$ cat src/hdl/okvt_pkg.sv
`timescale 1ns / 1ps

package okvt_pkg;

  // Default number of cells in the table.
  localparam int DEFAULT_CAPACITY = 64;

  // Field widths of the command and result beats.
  localparam int CMD_W  = 3;
  localparam int KEY_W  = 16;
  localparam int WGT_W  = 32;
  localparam int RPOS_W = 6;
  localparam int STAT_W = 3;
  localparam int POS_W  = 6;
  localparam int CNT_W  = 7;

  // Command codes.
  localparam logic [CMD_W-1:0] CMD_ADD    = 3'd0;
  localparam logic [CMD_W-1:0] CMD_SET    = 3'd1;
  localparam logic [CMD_W-1:0] CMD_DELETE = 3'd2;
  localparam logic [CMD_W-1:0] CMD_SEARCH = 3'd3;
  localparam logic [CMD_W-1:0] CMD_READ   = 3'd4;

  // Status codes.
  localparam logic [STAT_W-1:0] STAT_DONE    = 3'd0;
  localparam logic [STAT_W-1:0] STAT_MISSING = 3'd1;
  localparam logic [STAT_W-1:0] STAT_PRESENT = 3'd2;
  localparam logic [STAT_W-1:0] STAT_FULL    = 3'd3;
  localparam logic [STAT_W-1:0] STAT_RANGE   = 3'd4;

  // Command broadcast to every cell.
  typedef struct packed {
    logic [CMD_W-1:0]  command;
    logic [KEY_W-1:0]  key;
    logic [WGT_W-1:0]  weight;
    logic [RPOS_W-1:0] rpos;
  } cmd_t;

  // Store updates issued by the controller for one cycle.
  typedef struct packed {
    logic add_en;
    logic set_en;
    logic del_en;
  } act_t;

endpackage

$ cat src/hdl/okvt_cell.sv
`timescale 1ns / 1ps

module okvt_cell
  import okvt_pkg::*;
#(
  parameter int CAPACITY = DEFAULT_CAPACITY,
  parameter int INDEX    = 0
) (
  input  logic                        clk_i,
  input  logic                        rst_ni,
  input  cmd_t                        cmd_i,
  input  act_t                        act_i,
  input  logic [$clog2(CAPACITY+1)-1:0] count_i,
  input  logic [KEY_W-1:0]            nbr_key_i,
  input  logic [WGT_W-1:0]            nbr_weight_i,
  output logic [KEY_W-1:0]            key_o,
  output logic [WGT_W-1:0]            weight_o,
  input  logic                        bus_found_i,
  input  logic [$clog2(CAPACITY)-1:0] bus_pos_i,
  input  logic [KEY_W-1:0]            bus_key_i,
  input  logic [WGT_W-1:0]            bus_weight_i,
  output logic                        bus_found_o,
  output logic [$clog2(CAPACITY)-1:0] bus_pos_o,
  output logic [KEY_W-1:0]            bus_key_o,
  output logic [WGT_W-1:0]            bus_weight_o
);

  localparam int CW = $clog2(CAPACITY + 1);
  localparam int IW = $clog2(CAPACITY);
  localparam int PW = (IW > RPOS_W) ? IW : RPOS_W;

  logic [KEY_W-1:0] key_q, key_d;
  logic [WGT_W-1:0] weight_q, weight_d;
  logic             found_q;
  logic [IW-1:0]    pos_q;
  logic [KEY_W-1:0] bkey_q;
  logic [WGT_W-1:0] bweight_q;
  logic             occupied;
  logic             key_cmd;
  logic             hit;

  assign occupied = CW'(INDEX) < count_i;
  assign key_cmd  = (cmd_i.command == CMD_ADD) || (cmd_i.command == CMD_SET) ||
                    (cmd_i.command == CMD_DELETE) || (cmd_i.command == CMD_SEARCH);
  assign hit = occupied &&
               ((key_cmd && (key_q == cmd_i.key)) ||
                ((cmd_i.command == CMD_READ) && (PW'(cmd_i.rpos) == PW'(INDEX))));

  // Delete closes the gap: this cell and all above the hit take the upper neighbor.
  always_comb begin
    key_d    = key_q;
    weight_d = weight_q;
    if (act_i.del_en && (bus_found_i || hit)) begin
      key_d    = nbr_key_i;
      weight_d = nbr_weight_i;
    end else if (act_i.add_en && (CW'(INDEX) == count_i)) begin
      key_d    = cmd_i.key;
      weight_d = cmd_i.weight;
    end else if (act_i.set_en && hit) begin
      weight_d = cmd_i.weight;
    end
  end

  always_ff @(posedge clk_i) begin
    key_q    <= key_d;
    weight_q <= weight_d;
  end

  // The first hit along the chain wins; later cells pass it on.
  always_ff @(posedge clk_i or negedge rst_ni) begin
    if (!rst_ni) begin
      found_q <= 1'b0;
    end else begin
      found_q <= bus_found_i || hit;
    end
  end

  always_ff @(posedge clk_i) begin
    if (bus_found_i || !hit) begin
      pos_q     <= bus_pos_i;
      bkey_q    <= bus_key_i;
      bweight_q <= bus_weight_i;
    end else begin
      pos_q     <= IW'(INDEX);
      bkey_q    <= key_q;
      bweight_q <= weight_q;
    end
  end

  assign key_o        = key_q;
  assign weight_o     = weight_q;
  assign bus_found_o  = found_q;
  assign bus_pos_o    = pos_q;
  assign bus_key_o    = bkey_q;
  assign bus_weight_o = bweight_q;

endmodule

$ cat config.mk
export PLATFORM = sky130hd
export DESIGN_NAME = okvt_cell
export DESIGN_NICKNAME = d
export VERILOG_FILES = /design/src/hdl/okvt_pkg.sv /design/src/hdl/okvt_cell.sv
export SDC_FILE = /design/constraint.sdc
export NUM_CORES = 1
export LEC_CHECK = 0
export BUFFER_PORTS_ARGS = -buffer_cell sky130_fd_sc_hd__buf_2
export CORE_MARGIN = 5
export CORE_UTILIZATION = 40
export CTS_CLUSTER_SIZE = 30
export DETAILED_ROUTE_END_ITERATION = 6
export PLACE_DENSITY = 0.73
export REMOVE_ABC_BUFFERS = 1
export SYNTH_ARGS = -nofsm -noshare
export SYNTH_HDL_FRONTEND = slang
export SYNTH_SLANG_ARGS = --single-unit
$ cat constraint.sdc
create_clock -name clk_i -period 4.7 [get_ports clk_i]
set_input_delay 1.175 -clock clk_i [delete_from_list [all_inputs] [get_ports clk_i]]
set_output_delay 1.175 -clock clk_i [all_outputs]
set_load 0.02 [all_outputs]
## Word-level counts from Yosys, hierarchy flattened

Cells that the tools add are included.

| storage, ports and cells | value |
|---|---|
| flip-flop bits (word level) | 103 |
| input port bits | 172 |
| output and inout bits | 103 |
| word-level logic and storage cells | 37 |

| cells by class | value |
|---|---|
| reductions and logical operators | 18 |
| multiplexer cells | 7 |
| equal/unequal tests | 5 |
| order comparisons | 1 |

Operators by type and width:

| operator | count |
|---|---|
| 32-bit 2-to-1 mux | 4 |
| 16-bit 2-to-1 mux | 3 |
| 16-bit equality test | 1 |
| 7-bit zero test | 1 |
| 1-bit by 7-bit < comparator with 1-bit output, first input constant | 1 |
| 3-bit by 2-bit equality test with 1-bit output, second input constant | 2 |
| 1-bit logical AND | 6 |
| 6-bit zero test | 1 |
| 1-bit logical OR | 6 |
| 3-bit by 1-bit equality test with 1-bit output, second input constant | 1 |
| 3-bit equality test, second input constant | 1 |
| 3-bit zero test | 1 |
| 3-bit nonzero test | 1 |
| 2-bit nonzero test | 1 |
| 1-bit zero test | 1 |

## Logic depth before layout (Yosys ltp)

Gate-level depths: netlist of the first run.

| logic depth | value |
|---|---|
| depth in word-level cells | 11 |
| gate-level depth with buffers | 7 |
| gate-level depth less buffers | 6 |

## Worst setup path before layout of the first run

OpenSTA, ideal clock, no wires.

| timing | value |
|---|---|
| path kind | input -> register |
| from | input port cmd_i[45] in the netlist's numbering |
| to | register weight_q[0], in the netlist weight_o[0], enable pin |
| path buffers | 1 |
| stages on the path | 7 |
| library setup time | 428 ps |
| arrival time | 3667 ps |
| required time | 4272 ps |
| setup slack | 605 ps |
| path through | xnor2_1 > nand3_1 > or4_1 > o221ai_2 > buf_4 > a21o_1 > o21bai_1 |

| between the ends | value |
|---|---|
| longest elaborated chain between the ends | 7 |
| elaborated cells between the ends (all ways) | 8 |
| classes of those cells | eq/ne: 1; reduce/logical: 7 |

Ends and longest elaborated chain:

| what | line | text |
|---|---|---|
| start: declaration | okvt_cell.sv:11 | `input cmd_t cmd_i,` |
| 16-bit equality test (*) | okvt_cell.sv:46 | `((key_cmd && (key_q == cmd_i.key)) \|\|` |
| 1-bit logical AND (*) | okvt_cell.sv:46 |  |
| 1-bit logical OR (*) | okvt_cell.sv:46 |  |
| 1-bit logical AND (*) | okvt_cell.sv:45 | `assign hit = occupied &&` |
| 1-bit logical OR | okvt_cell.sv:53 | `if (act_i.del_en && (bus_found_i \|\| hit)) begin` |
| 1-bit logical AND | okvt_cell.sv:53 |  |
| 3-bit nonzero test (no source line) (*) | n/a |  |
| end signal: assignment | okvt_cell.sv:66 | `weight_q <= weight_d;` |
| end: declaration | okvt_cell.sv:33 | `logic [WGT_W-1:0] weight_q, weight_d;` |

Every way passes the cells marked *; elsewhere a longest branch is shown, timed or not.
A chain may end at the register's enable or synchronous reset.

## Worst setup path in the final report of the first run

| timing | value |
|---|---|
| from | input port cmd_i[43] in the netlist's numbering |
| to | register bweight_q[31], in the netlist bus_weight_o[31] |

| between the ends | value |
|---|---|
| longest elaborated chain between the ends | 7 |

Ends and longest elaborated chain:

| what | line | text |
|---|---|---|
| 16-bit equality test | okvt_cell.sv:46 |  |
| 1-bit logical AND | okvt_cell.sv:46 |  |
| 1-bit logical OR | okvt_cell.sv:46 |  |
| 1-bit logical AND | okvt_cell.sv:45 |  |
| 1-bit zero test | okvt_cell.sv:79 | `if (bus_found_i \|\| !hit) begin` |
| 1-bit logical OR | okvt_cell.sv:79 |  |
| 32-bit 2-to-1 mux | okvt_cell.sv:79 |  |
| end signal: assignment | okvt_cell.sv:82 | `bweight_q <= bus_weight_i;` |
| end signal: assignment | okvt_cell.sv:86 | `bweight_q <= weight_q;` |
| end: declaration | okvt_cell.sv:37 | `logic [WGT_W-1:0] bweight_q;` |

Every way passes these cells.

==> results.md, run 1 <==
* CTS Hold Bufs at 0
* Fin. max-slew vios at 0
* Seq cells post-synth at 103
* Slew HR at 0.351
* Mapped Area at 4340 sq um
* Status: finished, final reports clean
* Post-synth top cells: dfxtp_1, mux2_4, edfxtp_1
* Number of synthesized flops with an enable pin at 48
* Unrepaired setup endpoints after global routing: false
* Vias in the first global route at 3385
* Max VDD drop at between 0.00015 and 0.0002 V
* Initial Utilization at 0.404
* GRT Overall Usage at 0.179
* Post-synth cell types at 32
* P per Cell Area at 318 nW/um^2
* Worst setup SP type: input pin
* Placed inst area at 5820 sq um
* Clk root buf: clkbuf_8
* Area Growth Syn to Fin at 38.4%
* Ranking of synthesized cells by area: edfxtp_1, dfxtp_1, mux2_4, mux2_2, xnor2_1
* Detailed-router iteration count before antenna repair at 4
* Nets at 711
* Routed length per instance at 17.6 um
* Die W at 114 um
* Skew-Pair Late Insertion Delay at roughly 360 ps
* Tmin final at about 3800 ps
* Hold Path Class: register to register
* Avg Cell Area, Syn at 16.6 sq um
* Post-route cell area at around 6000 sq um
* Detail Placement HPWL at 9.69 mm
* First-pass GRT wire length at between 15 and 20 mm
* Leading area contributor after synthesis: edfxtp_1
* Initial DRC Count at ~160
* Hold_ws at 508 ps
* Routed Antenna Nets at 0
* Gate Count Post-Synth at 262
* Post-CTS Setup Bufs at 0
* Max_cap viols at 0
* Layout cells sized above 1 at 0.724
* Clk_skew at ~14 ps
* Die Height at 114 um
* Synth Warn # at 0
* Internal reg-to-reg setup slack at 1430 ps
* Antenna violations before repair at 1
* Worst-path clk slew at 110 ps
* Synth Flop Type: dfxtp_1
* Synth top area share at 0.332
* Final period utilization at 0.798
* Final setup vio count at 0
* Critical Path Fanout Max at 36
* Port bufs at 274
* Least-Margin Pin Slew at 970 ps
* Antenna Diode Count at 0
* Vias after detailed routing at approximately 3200
* Detailed-route DRC error count at 0
* Avg Vias per Cell at 4.63
* Fmax at 0.267 GHz
* Clock tree buffer depth at 2
* Endpoints failing hold at 0
* CP endpoint kind: register
* Grt total ovfl at 0
* # rows at 38
* Final wirelength at between 10 and 15 mm
* Async SR Flop Fraction at 0.00971
* # IOs at between 200 and 300
* CTS buffer count at 9
* Setup_tns at 0 ps
* Seq/Total Area, Yosys at 0.587
* Worst setup path class: input pin to register
* Num Clock Sinks at 103
* Leak at roughly 2.8 nW
* Arrival time at the worst endpoint at 4010 ps
* Data required, critical path at 4960 ps
* GP Congestion at 0.826
* Die area at 13000 sq um
* Core ar. at 10700 sq um
* H-tree levels at 3
* CTS tree: yes
* Pin count of the biggest net entering global routing at 49
* Resized cells post-CTS at 0
-- layer usage --
layer,vias up,track usage,part of all wire
met1,1479,0.199,0.37
met4,2,0.0697,0.022
met5,-,0,0.0011
met2,153,0.325,0.52
li1,1514,-,-
met3,19,0.0460,0.088
-- worst max-delay path: stages --
cell	delay [ps]
buf_2	110
xnor2_1	230
nand4_1	140
nor4_1	410
a31oi_2	220
nor2_4	650
buf_4	630
mux2_2	400
-- per-stage QoR --
stage / worst slack [ps] / power, W / cells / utilization
final: 948 / 0.00191 / 684 / 0.559
after global routing: 676 / 0.00199 / 684 / 0.559
after CTS: 862 / 0.00193 / 684 / 0.559
after detailed placement: 463 / 0.00139 / 668 / 0.541
after global placement: 490 / 0.00138 / 668 / 0.541
after floorplan: -667 / 0.00123 / 252 / -
-- worst paths after layout --
| check | from | endpoint | cells after the start |
|---|---|---|---|
| worst max-delay path | cmd_i[43] | bus_weight_o[31] | 8 |
| worst min-delay path | weight_o[4] | bus_weight_o[4] | 1 |
| min in group asynchronous | rst_ni | bus_found_o | 1 |
| worst min register to register | weight_o[4] | bus_weight_o[4] | 1 |
| worst max register to register | key_o[5] | bus_weight_o[31] | 7 |
| max in group asynchronous | rst_ni | bus_found_o | 1 |
-- kinds of logic after synthesis --
kind of cell,after synthesis,share of synthesized area
DFF,103,0.587
muxes,96,0.296
and+or+nand+nor,31,0.0485
xor gates and xnor gates,16,0.0323
buffers and inverters,12,0.0260
AOI/OAI and AO/OA,4,0.00981
-- cells in the final DEF (no fill, tap or decap), types with 2 or more instances in the layout --
master	Yosys	routed
xor2_1	5	5
nand3_1	2	2
inv_8	0	3
nand2_1	5	5
nor2_1	3	3
nor4_1	2	2
mux2_4	54	54
xnor2_1	11	11
nand4b_1	2	2
buf_4	1	2
dfxtp_1	54	54
mux2_2	42	42
clkbuf_8	0	9
buf_2	3	274
nor4b_1	2	2
edfxtp_1	48	48
inv_1	2	2
nor2b_1	6	6
-- sequential cells by signal (all words and copies together) (netlist names) --
| signal | flops |
|---|---|
| bus_found_o | 1 |
| bus_key_o | 16 |
| bus_pos_o | 6 |
| bus_weight_o | 32 |
| key_o | 16 |
| weight_o | 32 |
-- report_power, final --
part,switching [W],internal (W)
combinational,0.000168,0.000164
sequential,0.0000282,0.00100
clock,0.000339,0.000206
total,0.000534,0.00137
-- area by class of cell --
| type | instances | area [sq um] |
|---|---|---|
| Clock inverter | 7 | 63.8 |
| Sequential cell | 103 | 2550 |
| Clock buffer | 9 | 124 |
| Tap cell | 140 | 175 |
| Fill cell | 925 | 4740 |
| Inverter | 2 | 7.51 |
| Multi-Input combinational cell | 147 | 1700 |
| Timing Repair Buffer | 276 | 1390 |
Note: power is estimated with default switching activity, not from simulation.
==> run 2: changes to the inputs <==
==> constraint.sdc (replaced) <==
create_clock -name clk_i -period 3.5 [get_ports clk_i]
set_input_delay 0.875 -clock clk_i [delete_from_list [all_inputs] [get_ports clk_i]]
set_output_delay 0.875 -clock clk_i [all_outputs]
set_load 0.02 [all_outputs]
==> results.md, run 2 (same netlist as run 1, synthesis figures left out) <==
* Status: finished, final reports clean
* Fin. max-slew vios at 0 (unchanged)
* Data required, critical path at 3630 ps (-1330 ps)
* Arrival time at the worst endpoint at 2950 ps (-1060 ps)
* Worst-path clk slew at 100 ps (about the same)
* Nets at 716 (+0.70%)
* Comb pwr share at 0.169 (-0.005)
* GP Congestion at 0.824 (-0.35%)
* Vias in the first global route at 3628 (+7.2%)
* M1 GR Usage at 0.192 (-0.00752)
* Initial Utilization at 0.404 (unchanged)
* Tmin final at 2820 ps
* Endpoints failing hold at 0 (unchanged)
* Clk root buf: clkbuf_8
* Hold Path Class: input pin to async pin
* Core ar. at 10700 sq um (unchanged)
* Num Clock Sinks at 103 (unchanged)
* Max VDD drop at 0.000220 V (+31%)
* Detailed-route DRC error count at 0 (unchanged)
* Worst setup path class: input pin to register
* Resized cells post-CTS at 0 (unchanged)
* Slew HR at 0.351 (-0.000698)
* Global routing usage on met2 at 0.359 (+0.0340)
* Final period utilization at 0.806
* Area Growth Syn to Fin at 40.5%
* Routing usage on met3 at 0.0449 (-0.00106)
* CTS tree: yes
* # rows at 38 (unchanged)
* Fill cells at 921 (-0.43%)
* Routed Antenna Nets at 0 (unchanged)
* Antenna Diode Count at 0 (unchanged)
* P_sw at 0.000703 W (+32%)
* Unrepaired setup endpoints after global routing: false
* Die W at 114 um (unchanged)
* Switching portion of total power at 0.262 (-0.0183)
* Final wirelength at 12.6 mm (+4.3%)
* Detailed-router iteration count before antenna repair at 4 (unchanged)
* Least-Margin Pin Slew at 971 ps (+1.04 ps)
* # IOs at 275 (unchanged)
* Dpl ws at 259 ps (-203 ps)
* Final setup vio count at 0 (unchanged)
* Final cell count without fillers at 689 (+0.73%)
* Pin count of the biggest net entering global routing at 37 (-24%)
* Seq pwr share at 0.516 (-0.025)
* CP endpoint kind: register
* Routed length per instance at 18.2 um (+3.6%)
* P per Cell Area at 441 nW/um^2 (+39%)
* Most common cell after layout, fill and taps aside: buf_2
* Leak at 2.81 nW (+1.7%)
* Total power draw at 0.00269 W (+41%)
* Die area at 13000 sq um (unchanged)
* Critical Path Fanout Max at 24 (-33%)
* First-pass GRT wire length at 18.7 mm (+5.1%)
* Skew-Pair Late Insertion Delay at 370 ps (about the same)
* CTS Hold Bufs at 0 (unchanged)
* GRT busiest layer: met2
* H-tree levels at 3 (unchanged)
* Worst setup SP type: input pin
* Port bufs at 274 (unchanged)
* Antenna violations before repair at 0 (-1)
* Avg Vias per Cell at 4.69 (+1.2%)
* Vias after detailed routing at 3230 (+2.0%)
* Max_cap viols at 0 (unchanged)
* Initial DRC Count at 85 (-48%)
* GRT Overall Usage at 0.190 (+0.0108)
* Most frequent cells in the layout: buf_2, mux2_4, dfxtp_1
* Detail Placement HPWL at 10.3 mm (+6.1%)
* Clk_skew at 13.7 ps (-0.344 ps)
* Setup slack after layout at 681 ps (-268 ps)
* Cell Int Power at 0.00198 W (+44%)
* Layout cells sized above 1 at 0.727 (+0.00251)
* Die Height at 114 um (unchanged)
* Post-CTS Setup Bufs at 0 (unchanged)
* Hold_ws at 261 ps (-247 ps)
* Clock tree buffer depth at 2 (unchanged)
* Clock share of power at 0.316 (+0.030)
* CTS buffer count at 9 (unchanged)
* Grt total ovfl at 0 (unchanged)
* Fmax at 0.355 GHz
* Placed insts at 673 (+0.75%)
==> run 2: changes by cell type in the layout (fill, tap and decap cells not counted) <==
| cell | change |
|---|---|
| buf_12 | +1 |
| buf_4 | +4 |
| bufinv_16 | +2 |
| inv_6 | -1 |
| inv_8 | -1 |
==> run 2: power by group through the flow <==
stage	logic [W]	clock network, W	registers [W]
after global routing	0.000484	0.000920	0.00139
after floorplan	0.000145	0	0.00151
final	0.000453	0.000848	0.00139
after detailed placement	0.000458	0	0.00141
after global placement	0.000447	0	0.00141
after CTS	0.000460	0.000872	0.00139
==> run 2: path summary, 6_finish.rpt <==
kind                               from                to  slack [ps]  depth (start not counted)
setup reg to reg               key_o[7]      weight_o[20]         840                          6
min in group clk_i         weight_o[27]  bus_weight_o[27]         500                          1
hold / removal                   rst_ni       bus_found_o         260                          1
setup / recovery              cmd_i[45]      weight_o[20]         680                          7
hold reg to reg            weight_o[27]  bus_weight_o[27]         500                          1
max in group asynchronous        rst_ni       bus_found_o        3160                          1
==> run 2: area by class of cell <==
type	count	area, sq um	area share
flip-flops and latches	103	2550	0.418
repair buffers	281	1440	0.236
inverters	2	7.51	0.00123
multi-input cells	147	1700	0.279
clock buffers	9	124	0.0203
clock inverters	7	104	0.0170
well taps	140	175	0.0287
==> run 2: routing by layer <==
metal	up-vias	routed length, um
met4	0	421
met2	159	6680
met5	-	0
met1	1522	4430
met3	25	1040
li1	1524	-
==> run 2: stage by stage <==
stage	TNS [ps]	util	instance area (sq um)
finish	0	0.567	6090
global route	0	0.567	6090
CTS	0	0.567	6090
detailed placement	0	0.546	5870
global placement	0	0.546	5870
floorplan	-80290	-	4230
==> run 2: worst max-delay path, cell delays in order <==
cell and delay (ps):
buf_2 110, xnor2_1 220, nand3_1 130, or4_1 570, o221ai_4 230, buf_4 400
mux2_2 390
==> run 3: changes to the inputs <==
--- a/config.mk
+++ b/config.mk
@@ -7,10 +7,10 @@
 export LEC_CHECK = 0
 export BUFFER_PORTS_ARGS = -buffer_cell sky130_fd_sc_hd__buf_2
 export CORE_MARGIN = 5
-export CORE_UTILIZATION = 40
+export CORE_UTILIZATION = 39
 export CTS_CLUSTER_SIZE = 30
 export DETAILED_ROUTE_END_ITERATION = 6
-export PLACE_DENSITY = 0.73
+export PLACE_DENSITY = 0.74
 export REMOVE_ABC_BUFFERS = 1
 export SYNTH_ARGS = -nofsm -noshare
 export SYNTH_HDL_FRONTEND = slang
==> constraint.sdc (replaced) <==
create_clock -name clk_i -period 2.4 [get_ports clk_i]
set_input_delay 0.6 -clock clk_i [delete_from_list [all_inputs] [get_ports clk_i]]
set_output_delay 0.6 -clock clk_i [all_outputs]
set_load 0.02 [all_outputs]
==> results.md, run 3 (same netlist as run 1, synthesis figures left out) <==
* Vias in the first global route at 3638 (+0.28%)
* Placed insts at 702 (+4.3%)
* Grt total ovfl at 0 (unchanged)
* Data required, critical path at 2530 ps (-1100 ps)
* Fill cells at 820 (-11%)
* Max_cap viols at 0 (unchanged)
* Hold Crit Start: bus_pos_i[1]
* Antenna violations before repair at 1 (+1)
* Nets at 759 (+6.0%)
* Clk root buf: clkbuf_8
* Pin count of the biggest net entering global routing at 29 (-22%)
* Final cell count without fillers at 732 (+6.2%)
* Leak at 3.19 nW (+14%)
* CTS tree: yes
* R2R cell count at 8 (+2)
* Arrival time at the worst endpoint at 2570 ps (-380 ps)
* Vias after detailed routing at 3350 (+3.7%)
* H-tree levels at 3 (unchanged)
* CP endpoint kind: register
* Final period utilization at 1.02
* Die W at 115 um (+1.2%)
* P per Cell Area at 596 nW/um^2 (+35%)
* # IOs at 275 (unchanged)
* Die Height at 115 um (+1.2%)
* Initial DRC Count at 100 (+18%)
* First-pass GRT wire length at 18.1 mm (-3.2%)
* Tmin final at 2440 ps
* Area Growth Syn to Fin at 55.3%
* Most frequent cells in the layout: buf_2, mux2_4, dfxtp_1
* Layout cells sized above 1 at 0.757 (+0.0300)
* Port bufs at 274 (unchanged)
* Worst-path clk slew at 90 ps (about the same)
* WHS Path Cells at 2
* Routed Antenna Nets at 0 (unchanged)
* Endpoints failing hold at 0 (unchanged)
* Most common cell after layout, fill and taps aside: buf_2
* Die area at 13300 sq um (+2.3%)
* Routed length per instance at 17.5 um (-4.1%)
* Detailed-router iteration count before antenna repair at 4 (unchanged)
* GP Congestion at 0.762 (-7.5%)
* Avg Vias per Cell at 4.58 (-2.4%)
* Worst hold endpoint: bus_pos_o[1]
* Detail Placement HPWL at 9.60 mm (-6.6%)
* Final wirelength at 12.8 mm (+1.9%)
* R2R Path End: weight_o[22]
* Final setup vio count at 38 (+38)
* Final Util at 0.619 (+0.0516)
* CTS buffer count at 9 (unchanged)
* Unrepaired setup endpoints after global routing: true
* Worst setup SP type: input pin
* Max VDD drop at 0.000354 V (+61%)
* # rows at 38 (unchanged)
* Slew HR at 0.669 (+0.318)
* Detailed-route DRC error count at 0 (unchanged)
* Least-Margin Pin Slew at 490 ps (-482 ps)
* Setup slack after layout at -39.7 ps (-720 ps)
* Failing checks: setup timing
* Status: finished with violations
* Antenna Diode Count at 0 (unchanged)
* Hold Path Class: input pin to register
* Critical register-to-register path startpoint: key_o[7]
* Critical Path Fanout Max at 12 (-50%)
* Internal reg-to-reg setup slack at -20 ps (-860 ps)
* Skew-Pair Late Insertion Delay at 370 ps (about the same)
* Fmax at 0.410 GHz
* Core ar. at 10900 sq um (+1.3%)
* Worst setup path class: input pin to register
* Fin. max-slew vios at 0 (unchanged)
* Clock tree buffer depth at 2 (unchanged)
* Num Clock Sinks at 103 (unchanged)
* Initial Utilization at 0.398 (-0.00529)
* GRT Overall Usage at 0.178 (-0.0116)
* Clk_skew at 8.97 ps (-4.70 ps)
run 3: worst max-delay path: stages:
cell,delay (ps)
buf_6,90
or4_4,540
nor4_4,230
nand4b_1,230
o221ai_4,150
buf_6,150
a21o_1,160
o21bai_4,230
buf_12,180
run 3: what timing repair did:
action / 4_1_cts / 5_1_grt
setup buffers: 4 / 3
setup endpoints to repair: 84 / 142
pin swaps: 4 / 0
endpoints found under the hold margin: 1 / 0
gates cloned: 2 / 4
gates resized for setup: 10 / 28
hold buffers: 1 / 0
run 3: how the worst max path moves through the flow:
| stage | startpoint | end | cells past startpoint |
|---|---|---|---|
| 5_1_grt | key_o[15] | bus_key_o[10] | 9 |
| 3_5_place_dp | cmd_i[39] | weight_o[12] | 7 |
| 4_1_cts | key_o[10] | weight_o[22] | 7 |
| 2_1_floorplan | cmd_i[45] | weight_o[0] | 6 |
| 3_3_place_gp | cmd_i[39] | weight_o[12] | 7 |
| 6_report | count_i[3] | weight_o[22] | 9 |
run 3: metrics by stage:
stage / total power (W) / TNS (ps) / worst slack (ps) / hold slack, ps / instance area [sq um]
after floorplan: 0.00241 / -190960 / -2390 / 304 / 4230
after global placement: 0.00275 / -35670 / -315 / 380 / 6130
after detailed placement: 0.00278 / -44600 / -396 / 381 / 6130
after CTS: 0.00402 / -112 / -15.1 / 419 / 6510
after global routing: 0.00420 / -9010 / -131 / 422 / 6740
final: 0.00402 / -1000 / -39.7 / 439 / 6740
run 3: area by class of cell:
class,instances,area [sq um],area share
Clock inverter,6,82.6,0.0123
Timing Repair Buffer,324,1940,0.288
Inverter,2,7.51,0.00111
Tap cell,140,175,0.0260
Sequential cell,103,2550,0.378
Multi-Input combinational cell,147,1850,0.274
Clock buffer,10,138,0.0204
run 3: metal layers:
layer  GRT usage  vias up  part of all wire  routed length [um]
met5           0        -            0.0010                  13
met4      0.0806        2             0.027                 343
met3      0.0653       25              0.10                1340
met2       0.323      170              0.52                6670
li1            -     1610                 -                   -
met1       0.183     1543              0.35                4440
run 3: power by group:
| part | leakage, nW | total, W | switching (W) | internal, W |
|---|---|---|---|---|
| registers | 0.918 | 0.00202 | 0.0000535 | 0.00196 |
| logic | 2.16 | 0.000793 | 0.000366 | 0.000427 |
| clock network | 0.114 | 0.00121 | 0.000592 | 0.000613 |
